File: src/design/prst_pkg.sv
// Shared constants and types for the point rigid scale transform.
package prst_pkg;

  localparam int unsigned COORD_WIDTH = 32;
  localparam int unsigned COEF_WIDTH  = 16;
  localparam int unsigned NUM_STAGES  = 5;
  localparam int unsigned CFG_INDEX_W = 3;

  typedef enum logic [CFG_INDEX_W-1:0] {
    REG_MATRIX_ROW0 = 3'd0,
    REG_MATRIX_ROW1 = 3'd1,
    REG_MATRIX_ROW2 = 3'd2,
    REG_SCALE       = 3'd3,
    REG_OFFSET_X    = 3'd4,
    REG_OFFSET_Y    = 3'd5,
    REG_OFFSET_Z    = 3'd6
  } cfg_reg_e;

  typedef struct packed {
    logic [NUM_STAGES-1:0] en;
  } stage_ctrl_t;

endpackage

File: src/design/prst_ctrl.sv
// Valid and last tracking with per-stage enables for the elastic pipeline.
module prst_ctrl (
  input  logic                  clk_i,
  input  logic                  rst_ni,
  input  logic                  point_valid_i,
  input  logic                  point_last_i,
  output logic                  point_stall_o,
  output logic                  result_valid_o,
  output logic                  result_last_o,
  input  logic                  result_stall_i,
  output prst_pkg::stage_ctrl_t ctrl_o
);

  localparam int unsigned NS = prst_pkg::NUM_STAGES;

  logic [NS-1:0] valid_q, last_q;
  logic [NS:0]   ready;

  always_comb begin
    ready[NS] = !result_stall_i;
    for (int k = NS - 1; k >= 0; k--) begin
      ready[k] = !valid_q[k] || ready[k+1];
    end
  end

  always_ff @(posedge clk_i or negedge rst_ni) begin
    if (!rst_ni) begin
      valid_q <= '0;
    end else begin
      if (ready[0]) begin
        valid_q[0] <= point_valid_i;
      end
      for (int k = 1; k < NS; k++) begin
        if (ready[k]) begin
          valid_q[k] <= valid_q[k-1];
        end
      end
    end
  end

  always_ff @(posedge clk_i) begin
    if (ready[0]) begin
      last_q[0] <= point_last_i;
    end
    for (int k = 1; k < NS; k++) begin
      if (ready[k]) begin
        last_q[k] <= last_q[k-1];
      end
    end
  end

  assign ctrl_o.en      = ready[NS-1:0];
  assign point_stall_o  = !ready[0];
  assign result_valid_o = valid_q[NS-1];
  assign result_last_o  = last_q[NS-1];

  a_occupancy_step: assert property (@(posedge clk_i) disable iff (!rst_ni)
    ($countones(valid_q) <= $past($countones(valid_q)) + 1) &&
    ($countones(valid_q) + 1 >= $past($countones(valid_q))))
    else $error("pipeline occupancy changed by more than one transaction");

  a_empty_entry_ready: assert property (@(posedge clk_i) disable iff (!rst_ni)
    !valid_q[0] |-> !point_stall_o)
    else $error("input stalled while first stage is empty");

  a_free_output_no_stall: assert property (@(posedge clk_i) disable iff (!rst_ni)
    !result_stall_i |-> !point_stall_o)
    else $error("input stalled while output side is free");

  a_drain_last: assert property (@(posedge clk_i) disable iff (!rst_ni)
    (result_valid_o && !result_stall_i && !valid_q[NS-2]) |=> !result_valid_o)
    else $error("result repeated after its transaction completed");

endmodule

File: config.mk
export PLATFORM = sky130hd
export DESIGN_NAME = prst_ctrl
export DESIGN_NICKNAME = d
export VERILOG_FILES = /design/src/design/prst_pkg.sv /design/src/design/prst_ctrl.sv
export SDC_FILE = /design/constraint.sdc
export NUM_CORES = 1
export LEC_CHECK = 0
export ABC_AREA = 1
export BUFFER_PORTS_ARGS = -buffer_cell sky130_fd_sc_hd__buf_4
export CORE_AREA = 2 2 39 41
export CTS_BUF_LIST = sky130_fd_sc_hd__clkbuf_16
export CTS_CLUSTER_DIAMETER = 60
export CTS_CLUSTER_SIZE = 24
export DETAILED_ROUTE_END_ITERATION = 16
export DIE_AREA = 0 0 41 43
export GPL_ROUTABILITY_DRIVEN = 0
export MAX_ROUTING_LAYER = met4
export PLACE_DENSITY = 0.56
export SKIP_CTS_REPAIR_TIMING = 1
export SYNTH_ARGS = -nofsm -noshare
export SYNTH_HDL_FRONTEND = slang
export SYNTH_SLANG_ARGS = --single-unit
File: constraint.sdc
create_clock -name clk_i -period 1.4 [get_ports clk_i]
set_input_delay 0.07 -clock clk_i [delete_from_list [all_inputs] [get_ports clk_i]]
set_output_delay 0.07 -clock clk_i [all_outputs]
set_load 0.02 [all_outputs]
Word level (Yosys, flattened, before mapping)
Cells that the tools add are included.
- word-level logic and storage cells: 22
- bits of input ports: 5
- output and inout bits: 8
- flip-flop bits (word level): 10
- reduce and logical (&&, ||, !) cells: 12
- operators with widths (operator ; count):
    logical NOT 1 bit ; 7
    logical OR 1 bit ; 5

Longest topological paths before layout
- depth after elaboration: 7
- mapped depth: 4
- depth with buffers taken out: 4

Least setup slack after synthesis
Ideal clock, no wire load.
- kind: register to register
- from: register valid_q[4]
- to: register last_q[2], enable pin
- setup time: 0.298 ns
- arrival: 0.993 ns
- buffers on the path: 0
- setup slack: 0.109 ns
- period minus slack after synthesis: 1.291 ns
- data required time: 1.102 ns
- stages on the path, launching flop included: 4
- path through: dfrtp_1 nand2_2 nor2_4 nand2_1
- RTL lines (what ; line ; text):
    start: declaration ; prst_ctrl.sv:16 ; logic [NS-1:0] valid_q, last_q;
    start signal: indexed assignment ; prst_ctrl.sv:35 ; valid_q[k] <= valid_q[k-1];
    end signal: indexed assignment ; prst_ctrl.sv:47 ; last_q[k] <= last_q[k-1];
    end: declaration ; prst_ctrl.sv:16 ;

Final worst setup path
- from: register valid_q[4]
- to: output port point_stall_o
- word-level cells in the longest chain between the ends: 7
- RTL lines (what ; line ; text):
    logical NOT 1 bit ; prst_ctrl.sv:22 ; ready[k] = !valid_q[k] || ready[k+1];
    logical OR 1 bit (5 in a row) ; prst_ctrl.sv:22 ;
    logical NOT 1 bit ; prst_ctrl.sv:53 ; assign point_stall_o = !ready[0];
    end: declaration ; prst_ctrl.sv:7 ; output logic point_stall_o,
Every way passes these cells.

==> impl_metrics.toml <==
[routing]
routedWlPerCell_um = 9.85
detail_route.iter0.violations = 6
ant_nets = 0
wl_um = 581
vias_per_cell = 4.03
vias = 238
drc_errors = 0
first_pass_iters = 3

[timing]
worst_slack_ps = 170
fin_skew_ps = 3.12
fin_setup_tns_ps = 0
maxSlewViolCount = 0
rsz0062_at_grt = "false"
slew_headroom_pct = 87.3
hold_viol = 0
fin_crit_sh_pct = 87.9
fmax_ghz = 0.813
final.min_clock_period_ps = 1230
tightest_slew_ps = 191
report.final.setup_viol = 0

[pwr]
power_density_mw_per_mm2 = 1770
ir_worst_vdd_mv = 0.918
power_mw = 1.01
leakagePower_nw = 0.267

[worst_setup_path]
critPathKind = "reg -> out"
cp-end-kind = "output pin"
cp-start-kind = "flop"
cp.required_ps = 1330
regToRegSetupSlack_ps = 400
arrival_ps = 1160
critPathMaxFanout = 5

[grt]
grt_max_degree = 7
antenna_found_initial = 0
grt_pass1_vias = 210
grt_usage_pct = 8.67
grt-ovfl-total = 0
grt_first_pass_wirelength_um = 883

[yosys]
syn_nets = 31
synthesis.area_um2 = 374
synth_top_family_by_area = "simple AND/OR/NAND/NOR gates"
synth-seq-cells = 10
yosysWarnings = 0
ys_seq_area_share_pct = 73.6
synthXorXnorAreaFrac_pct = 0
ys_types = 10
synth_fa_ha_area_share_pct = 0
syn_area_per_cell_um2 = 14.4
synth-compound-area-share_pct = 0
synthMuxAreaShare_pct = 0
synth-simple-area-share_pct = 20.4
syn_inst = 26

[placement]
dpl-instance-area_um2 = 484
dp_slack_ps = 393
port_buffers = 12
dp_hpwl_um = 452

[cells_and_area]
final_cell_mix = "buf_4 (12), inv_1 (5), edfxtp_1 (5), dfrtp_1 (5), nand2_1 (4)"
final_common_cell = "buf_4"
num_antenna_cells = 0
n_fill_cell = 137
area_growth_pct = 53.2
final_util_pct = 41.4
drive_gt1_share_pct = 51.2
fin_nets = 49
fin_area_um2 = 573

[clock_tree]
insertion_delay_ps = 230
cts-root-buf = "clkbuf_16"
cts_tree = "built"
cts_max_level = 1
clock_path_buffers = 2
path_clk_slew_ps = 40
cts.sinks = 10
cts_buffers = 3

[floorplan]
pin_count = 13
dieWidth_um = 41
die-area_mm2 = 0.00176
die_h_um = 43
rows = 14
coreArea_mm2 = 0.00138
start_util_pct = 27.0

[outcome]
status = "finished clean"

[hold_path]
hold_path.class = "in -> reg"

[flow_run]
max_cap_violations = 0
-- cells by family after synthesis --
logic type,after synthesis
DFF,10
and+or+nand+nor,10
buffers and inverters,6
-- cell usage after synthesis, drive strengths merged --
cell    instances  area (um2)
dfrtp           5         125
edfxtp          5         150
inv             6        22.5
nand2           6        27.5
nand3           1        10.0
nand4           1        21.3
nor2            1        11.3
or2             1        6.26
-- worst paths after layout --
path,startpoint,end,depth (start not counted)
min in group asynchronous,rst_ni,valid_q[4],2
min,point_last_i,last_q[0],1
max reg2reg,valid_q[4],last_q[0],3
max,valid_q[4],point_stall_o,5
min reg2reg,last_q[2],last_q[3],0
max in group asynchronous,rst_ni,valid_q[0],2
-- flip-flops by register name, indices dropped and copies added, names as in the netlist --
signal / cells
last_q: 5
valid_q: 5
-- where the power goes --
group          internal, mW  total [mW]  switching, mW
Clock                 0.373       0.493          0.121
Combinational        0.0585       0.139         0.0809
Sequential            0.357       0.381         0.0242
-- area by class of cell --
cell class              instances  area [um2]  area share, %
well taps                      16        20.0           3.49
inverters                       6        22.5           3.93
repair buffers                 13         100           17.5
clock buffers                   3        75.1           13.1
flip-flops and latches         10         275           48.0
multi-input cells              10        76.3           13.3
clock inverters                 1        3.75          0.655
-- per-layer routing --
metal | global-route usage [%] | wire length (um)
met1 | 9.80 | 229
met2 | 10.3 | 271
met3 | 6.28 | 68
met4 | 6.00 | 11
met5 | - | 0
-- stage by stage --
step / hold WS (ps) / std cells
after floorplan: -226 / 26
after global placement: -126 / 54
after detailed placement: -125 / 54
after CTS: -368 / 58
after global routing: 8.21 / 59
final: 10.9 / 59
-- critical path, stage by stage, from the launching register on --
cell and delay [ps]:
dfrtp_1 350, nand2_2 100, nor2_4 170, nand4_4 130, inv_2 70, buf_4 130
Power figures use the tool's default switching activity.
