`src/design/prst_pkg.sv`:
```
// Shared constants and types for the point rigid scale transform.
package prst_pkg;

  localparam int unsigned COORD_WIDTH = 32;
  localparam int unsigned COEF_WIDTH  = 16;
  localparam int unsigned NUM_STAGES  = 5;
  localparam int unsigned CFG_INDEX_W = 3;

  typedef enum logic [CFG_INDEX_W-1:0] {
    REG_MATRIX_ROW0 = 3'd0,
    REG_MATRIX_ROW1 = 3'd1,
    REG_MATRIX_ROW2 = 3'd2,
    REG_SCALE       = 3'd3,
    REG_OFFSET_X    = 3'd4,
    REG_OFFSET_Y    = 3'd5,
    REG_OFFSET_Z    = 3'd6
  } cfg_reg_e;

  typedef struct packed {
    logic [NUM_STAGES-1:0] en;
  } stage_ctrl_t;

endpackage

```
`src/design/prst_cfg.sv`:
```
// Configuration registers for matrix rows, scale and translation.
module prst_cfg #(
  parameter int unsigned COORD_WIDTH = prst_pkg::COORD_WIDTH,
  parameter int unsigned COEF_WIDTH  = prst_pkg::COEF_WIDTH,
  localparam int unsigned ROW_W      = 3 * COEF_WIDTH,
  localparam int unsigned CFG_WIDTH  = (ROW_W > COORD_WIDTH) ? ROW_W : COORD_WIDTH
) (
  input  logic                                clk_i,
  input  logic                                rst_ni,
  input  logic                                cfg_we_i,
  input  logic [prst_pkg::CFG_INDEX_W-1:0]    cfg_index_i,
  input  logic [CFG_WIDTH-1:0]                cfg_data_i,
  output logic [ROW_W-1:0]                    row0_o,
  output logic [ROW_W-1:0]                    row1_o,
  output logic [ROW_W-1:0]                    row2_o,
  output logic signed [COORD_WIDTH-1:0]       scale_o,
  output logic signed [COORD_WIDTH-1:0]       offset_x_o,
  output logic signed [COORD_WIDTH-1:0]       offset_y_o,
  output logic signed [COORD_WIDTH-1:0]       offset_z_o
);

  logic [ROW_W-1:0]              row0_q, row1_q, row2_q;
  logic signed [COORD_WIDTH-1:0] scale_q, offset_x_q, offset_y_q, offset_z_q;

  always_ff @(posedge clk_i or negedge rst_ni) begin
    if (!rst_ni) begin
      row0_q     <= ROW_W'(1) << (COEF_WIDTH - 2);
      row1_q     <= ROW_W'(1) << (2 * COEF_WIDTH - 2);
      row2_q     <= ROW_W'(1) << (3 * COEF_WIDTH - 2);
      scale_q    <= COORD_WIDTH'(1) << (COORD_WIDTH / 2);
      offset_x_q <= '0;
      offset_y_q <= '0;
      offset_z_q <= '0;
    end else if (cfg_we_i) begin
      case (cfg_index_i)
        prst_pkg::REG_MATRIX_ROW0: row0_q     <= cfg_data_i[ROW_W-1:0];
        prst_pkg::REG_MATRIX_ROW1: row1_q     <= cfg_data_i[ROW_W-1:0];
        prst_pkg::REG_MATRIX_ROW2: row2_q     <= cfg_data_i[ROW_W-1:0];
        prst_pkg::REG_SCALE:       scale_q    <= $signed(cfg_data_i[COORD_WIDTH-1:0]);
        prst_pkg::REG_OFFSET_X:    offset_x_q <= $signed(cfg_data_i[COORD_WIDTH-1:0]);
        prst_pkg::REG_OFFSET_Y:    offset_y_q <= $signed(cfg_data_i[COORD_WIDTH-1:0]);
        prst_pkg::REG_OFFSET_Z:    offset_z_q <= $signed(cfg_data_i[COORD_WIDTH-1:0]);
        default: ;
      endcase
    end
  end

  assign row0_o     = row0_q;
  assign row1_o     = row1_q;
  assign row2_o     = row2_q;
  assign scale_o    = scale_q;
  assign offset_x_o = offset_x_q;
  assign offset_y_o = offset_y_q;
  assign offset_z_o = offset_z_q;

endmodule

```
`config.mk`:
```
export PLATFORM = sky130hd
export DESIGN_NAME = prst_cfg
export DESIGN_NICKNAME = d
export VERILOG_FILES = /design/src/design/prst_pkg.sv /design/src/design/prst_cfg.sv
export SDC_FILE = /design/constraint.sdc
export NUM_CORES = 1
export LEC_CHECK = 0
export BUFFER_PORTS_ARGS = -buffer_cell sky130_fd_sc_hd__buf_2
export CAP_MARGIN = 10
export CORE_ASPECT_RATIO = 1.2
export CORE_MARGIN = 4
export CORE_UTILIZATION = 40
export DETAILED_ROUTE_END_ITERATION = 16
export HOLD_SLACK_MARGIN = 0.12
export PLACE_DENSITY = 0.62
export SYNTH_ARGS = -nofsm -noshare
export SYNTH_HDL_FRONTEND = slang
export SYNTH_SLANG_ARGS = --single-unit
export TNS_END_PERCENT = 100
```
`constraint.sdc`:
```
create_clock -name clk_i -period 1 [get_ports clk_i]
set_input_delay 0.05 -clock clk_i [delete_from_list [all_inputs] [get_ports clk_i]]
set_output_delay 0.05 -clock clk_i [all_outputs]
set_load 0.01 [all_outputs]
```
---- Word-level counts from Yosys, hierarchy flattened ----
Cells that the tools add are included.
cells by class
  eq/ne operators ......................... 6
  reductions and logical operators ........ 8
operators with widths
  cell                                                             number
  2-bit AND reduction                                              7
  3-bit == test, second input constant                             3
  3-bit by 2-bit == test with 1-bit output, second input constant  2
  3-bit by 1-bit == test with 1-bit output, second input constant  1
  3-bit zero test                                                  1
storage, ports and cells
  flip-flop bits (word level) ............. 272
  output and inout port bits .............. 272
  logic and storage cells ................. 21

---- Logic depth before layout (Yosys ltp) ----
  word-level depth ........................ 2
  mapped depth ............................ 5
  mapped depth without buffers ............ 2

---- Least setup slack after synthesis ----
OpenSTA, ideal clock, no wires.
  path kind ............................... input to register
  start point ............................. input port cfg_we_i
  end point ............................... register row0_q[27] (netlist: row0_o[27])
  data required time ...................... 0.875 ns
  cell stages on the path ................. 5
  data arrival time ....................... 1.094 ns
  slack ................................... -0.219 ns
  path buffers ............................ 3
  setup time .............................. 0.125 ns
  cells stage by stage .................... buf_2 nor4b_2 buf_4 buf_6 mux2_2
between the ends
  word-level cells in the longest chain between the ends .. 1
ends and longest elaborated chain
  what                                  line            source
  start: declaration                    prst_cfg.sv:10  input logic cfg_we_i,
  2-bit AND reduction (no source line)  -
  end signal: assignment                prst_cfg.sv:27  row0_q <= ROW_W'(1) << (COEF_WIDTH - 2);
  end signal: assignment                prst_cfg.sv:36  prst_pkg::REG_MATRIX_ROW0: row0_q <= cfg_data_i[ROW_W-1:0];
  end: declaration                      prst_cfg.sv:22  logic [ROW_W-1:0] row0_q, row1_q, row2_q;
Every way passes these cells.
A chain may end at the register's enable or synchronous reset.

---- Worst setup path after layout ----
  start point ............................. register row2_q[46] (netlist: row2_o[46])
  end point ............................... output port row2_o[46]
RTL lines
  what                      line            source
  start: declaration        prst_cfg.sv:22
  start signal: assignment  prst_cfg.sv:29  row2_q <= ROW_W'(1) << (3 * COEF_WIDTH - 2);
  start signal: assignment  prst_cfg.sv:38  prst_pkg::REG_MATRIX_ROW2: row2_q <= cfg_data_i[ROW_W-1:0];
  end: declaration          prst_cfg.sv:15  output logic [ROW_W-1:0] row2_o,
No word-level cell between the ends.

==> flow_metrics.tcl <==
set metrics [dict create \
    period_share_pct 122 \
    status "complete, but fails checks" \
    antenna_found_initial 0 \
    ys_seq_area_share_pct 67.2 \
    critPathBufInv 1 \
    critical_path.max_fanout 2 \
    die_h_um 182 \
    setup_viol 281 \
    clk_pin_slew_ns 0.06 \
    yosys_warnings 0 \
    cellPowerDensity_nw_per_um2 2270 \
    sw_frac_of_total_pct 27.3 \
    vias_per_cell 4.84 \
    max_slew_margin_pct 73.1 \
    start_util_pct 40.9 \
    r2r-start "row2_o[31]" \
    clock_skew_ns 0 \
    regArea_um2 6810 \
    clkPwrFrac_pct 29.1 \
    portBuffers 325 \
    grt_pass1_vias 7617 \
    synth_seq_cells 272 \
    cts_buffers 27 \
    htree_num_levels 1 \
    overflow 0 \
    pin_count 326 \
    netSwitchingPower_uw 9830 \
    slew_viol_final 0 \
    area_growth_pct 56.6 \
    synth.avg_cell_area_um2 17.5 \
    final_antenna_net_count 0 \
    fin_nets 1150 \
    clkLatencyLatePin_ns 0.52 \
    num_rows 63 \
    final_hold_viol_count 0 \
    fin_total_pwr_uw 36000 \
    routed-wl-met3_um 2150 \
    crit_path_start "row2_o[46]" \
    grt_pass1_wl_um 45200 \
    intPower_uw 26200 \
    drt_iter0_markers 197 \
    leakagePower_uw 0.00767 \
    synth_area_um2 10100 \
    synthDistinctLibCells 11 \
    fin_crit_ns 1.22 \
    cts_tree "built" \
    synth_fp_nets 634 \
    crit_chain "buf_6" \
    critical-path-max-stage-delay_ns 0.54 \
    required_ns 0.95 \
    fillerInstances 1805 \
    hold_slack_ns 0.126 \
    dieArea_um2 28000 \
    drc_errors 0 \
    wl_um 29500 \
    crit_slowest_cell "dfstp_2" \
    vias 6981 \
    critPathArrivalTime_ns 1.17 \
    rrSetupSlack_ns -0.02 \
    multiInputGateArea_um2 3440 \
    cp-start-kind "flip-flop" \
    dp_slack_ns -0.399 \
    dr.pass1.iters 4 \
    wl_per_cell_um 20.5 \
    die_w_um 153 \
    cts.path.max_buffers 3 \
    max_cap_violations 0 \
    gp_congestion 0.760 \
    crit_type "flip-flop to output pin" \
    final_cell_mix "dfrtp_1 (268), buf_2 (195), mux2_2 (192)" \
    wl_met1_um 11600 \
    violations "setup timing" \
    max_freq_mhz 820 \
    drive_gt1_share_pct 69.5 \
    clock-sinks 272 \
    crit_family "flip-flops" \
    final_common_cell "dfrtp_1" \
    dr_wl_met2_um 14900 \
    vdd_drop_max_v 0.00178 \
    p_seq_share_pct 41.6 \
    hp-class "primary input to async pin" \
    grt_usage_pct 20.2 \
    rsz0062_at_grt "true" \
    p_comb_share_pct 29.3 \
    antennaDiodeCount 0 \
    root_buffer "clkbuf_16" \
    place_hpwl_um 19500 \
    core-area_um2 24800 \
    tightest_slew_ns 0.402 \
    grt_max_degree 69 \
    endpoint_kind "output pin" \
    worst_slack_ns -0.220 \
    routed.top_layer "met4" \
    synthCells 580 \
]
## power groups by stage
| stage | Combinational, uW | Sequential [uW] | Clock [uW] |
|---|---|---|---|
| after global routing | 11200 | 15300 | 11200 |
| after floorplan | 2640 | 16000 | 0 |
| after detailed placement | 7800 | 14900 | 0 |
| final | 10500 | 15000 | 10500 |
| after CTS | 9700 | 14900 | 10700 |
| after global placement | 7660 | 14900 | 0 |
## layer usage
metal / vias to the layer above / GRT usage, %
met5: - / 0
met4: 0 / 5.76
met3: 47 / 5.53
met2: 271 / 35.0
met1: 3569 / 25.0
li1: 3094 / -
## state kept, by name (all words and copies together), names as in the netlist
signal and count:
offset_x_o 32, offset_y_o 32, offset_z_o 32, row0_o 48
row1_o 48, row2_o 48, scale_o 32
## worst reg2reg max path: cells and delay by family, from the launching register on
family   cells  cell delay, ns
mux          1            0.25
flops        1            0.40
buf+inv      2            0.26
## synth_stat cells
cell type / instances / share of area [%]
buf_2: 19 / 0.94
mux2_2: 219 / 24
nor4b_2: 1 / 0.15
dfrtp_1: 268 / 66
nand4b_1: 3 / 0.26
buf_4: 4 / 0.30
buf_6: 6 / 0.67
and4bb_1: 2 / 0.25
nor4bb_1: 1 / 0.099
dfstp_2: 4 / 1.0
mux2_1: 53 / 5.9
## path summary, 6_finish.rpt
check,cells after the start,endpoint
setup reg to reg,3,row2_o[31]
max in group asynchronous,3,row0_o[15]
hold / removal,3,offset_y_o[25]
min in group clk_i,4,offset_x_o[10]
hold reg to reg,1,row1_o[27]
setup / recovery,1,row2_o[46]
## metrics by stage
step	cells	TNS (ns)	util [%]	instance area (um^2)
2_1_floorplan	580	-10.81	-	10500
3_3_place_gp	1245	-77.46	51.9	12900
3_5_place_dp	1245	-81.26	51.9	12900
4_1_cts	1401	-32.38	61.8	15300
5_1_grt	1441	-37.20	64.0	15900
6_report	1441	-24.64	64.0	15900
## repair_timing
| item | CTS | global route |
|---|---|---|
| endpoints found under the setup margin | 272 | 275 |
| hold buffers | 52 | 1 |
| setup buffers | 55 | 39 |
| pin swaps | 0 | 0 |
| gates resized for setup | 131 | 44 |
| endpoints found under the hold margin | 544 | 1 |
## cell families after synthesis
logic type | Yosys count | synth area share [%]
muxes | 272 | 30.2
DFF | 272 | 67.2
buffers and inverters | 29 | 1.90
and+or+nand+nor | 7 | 0.752
## final cells by class
type                       count  share of cell area [%]
clock buffer                  41                    5.03
timing repair buffer         516                    27.1
sequential                   272                    42.9
tap                          325                    2.56
clock inverter                 8                   0.764
multi-input combinational    279                    21.6
No activity file was read; power rests on OpenSTA's default activity.
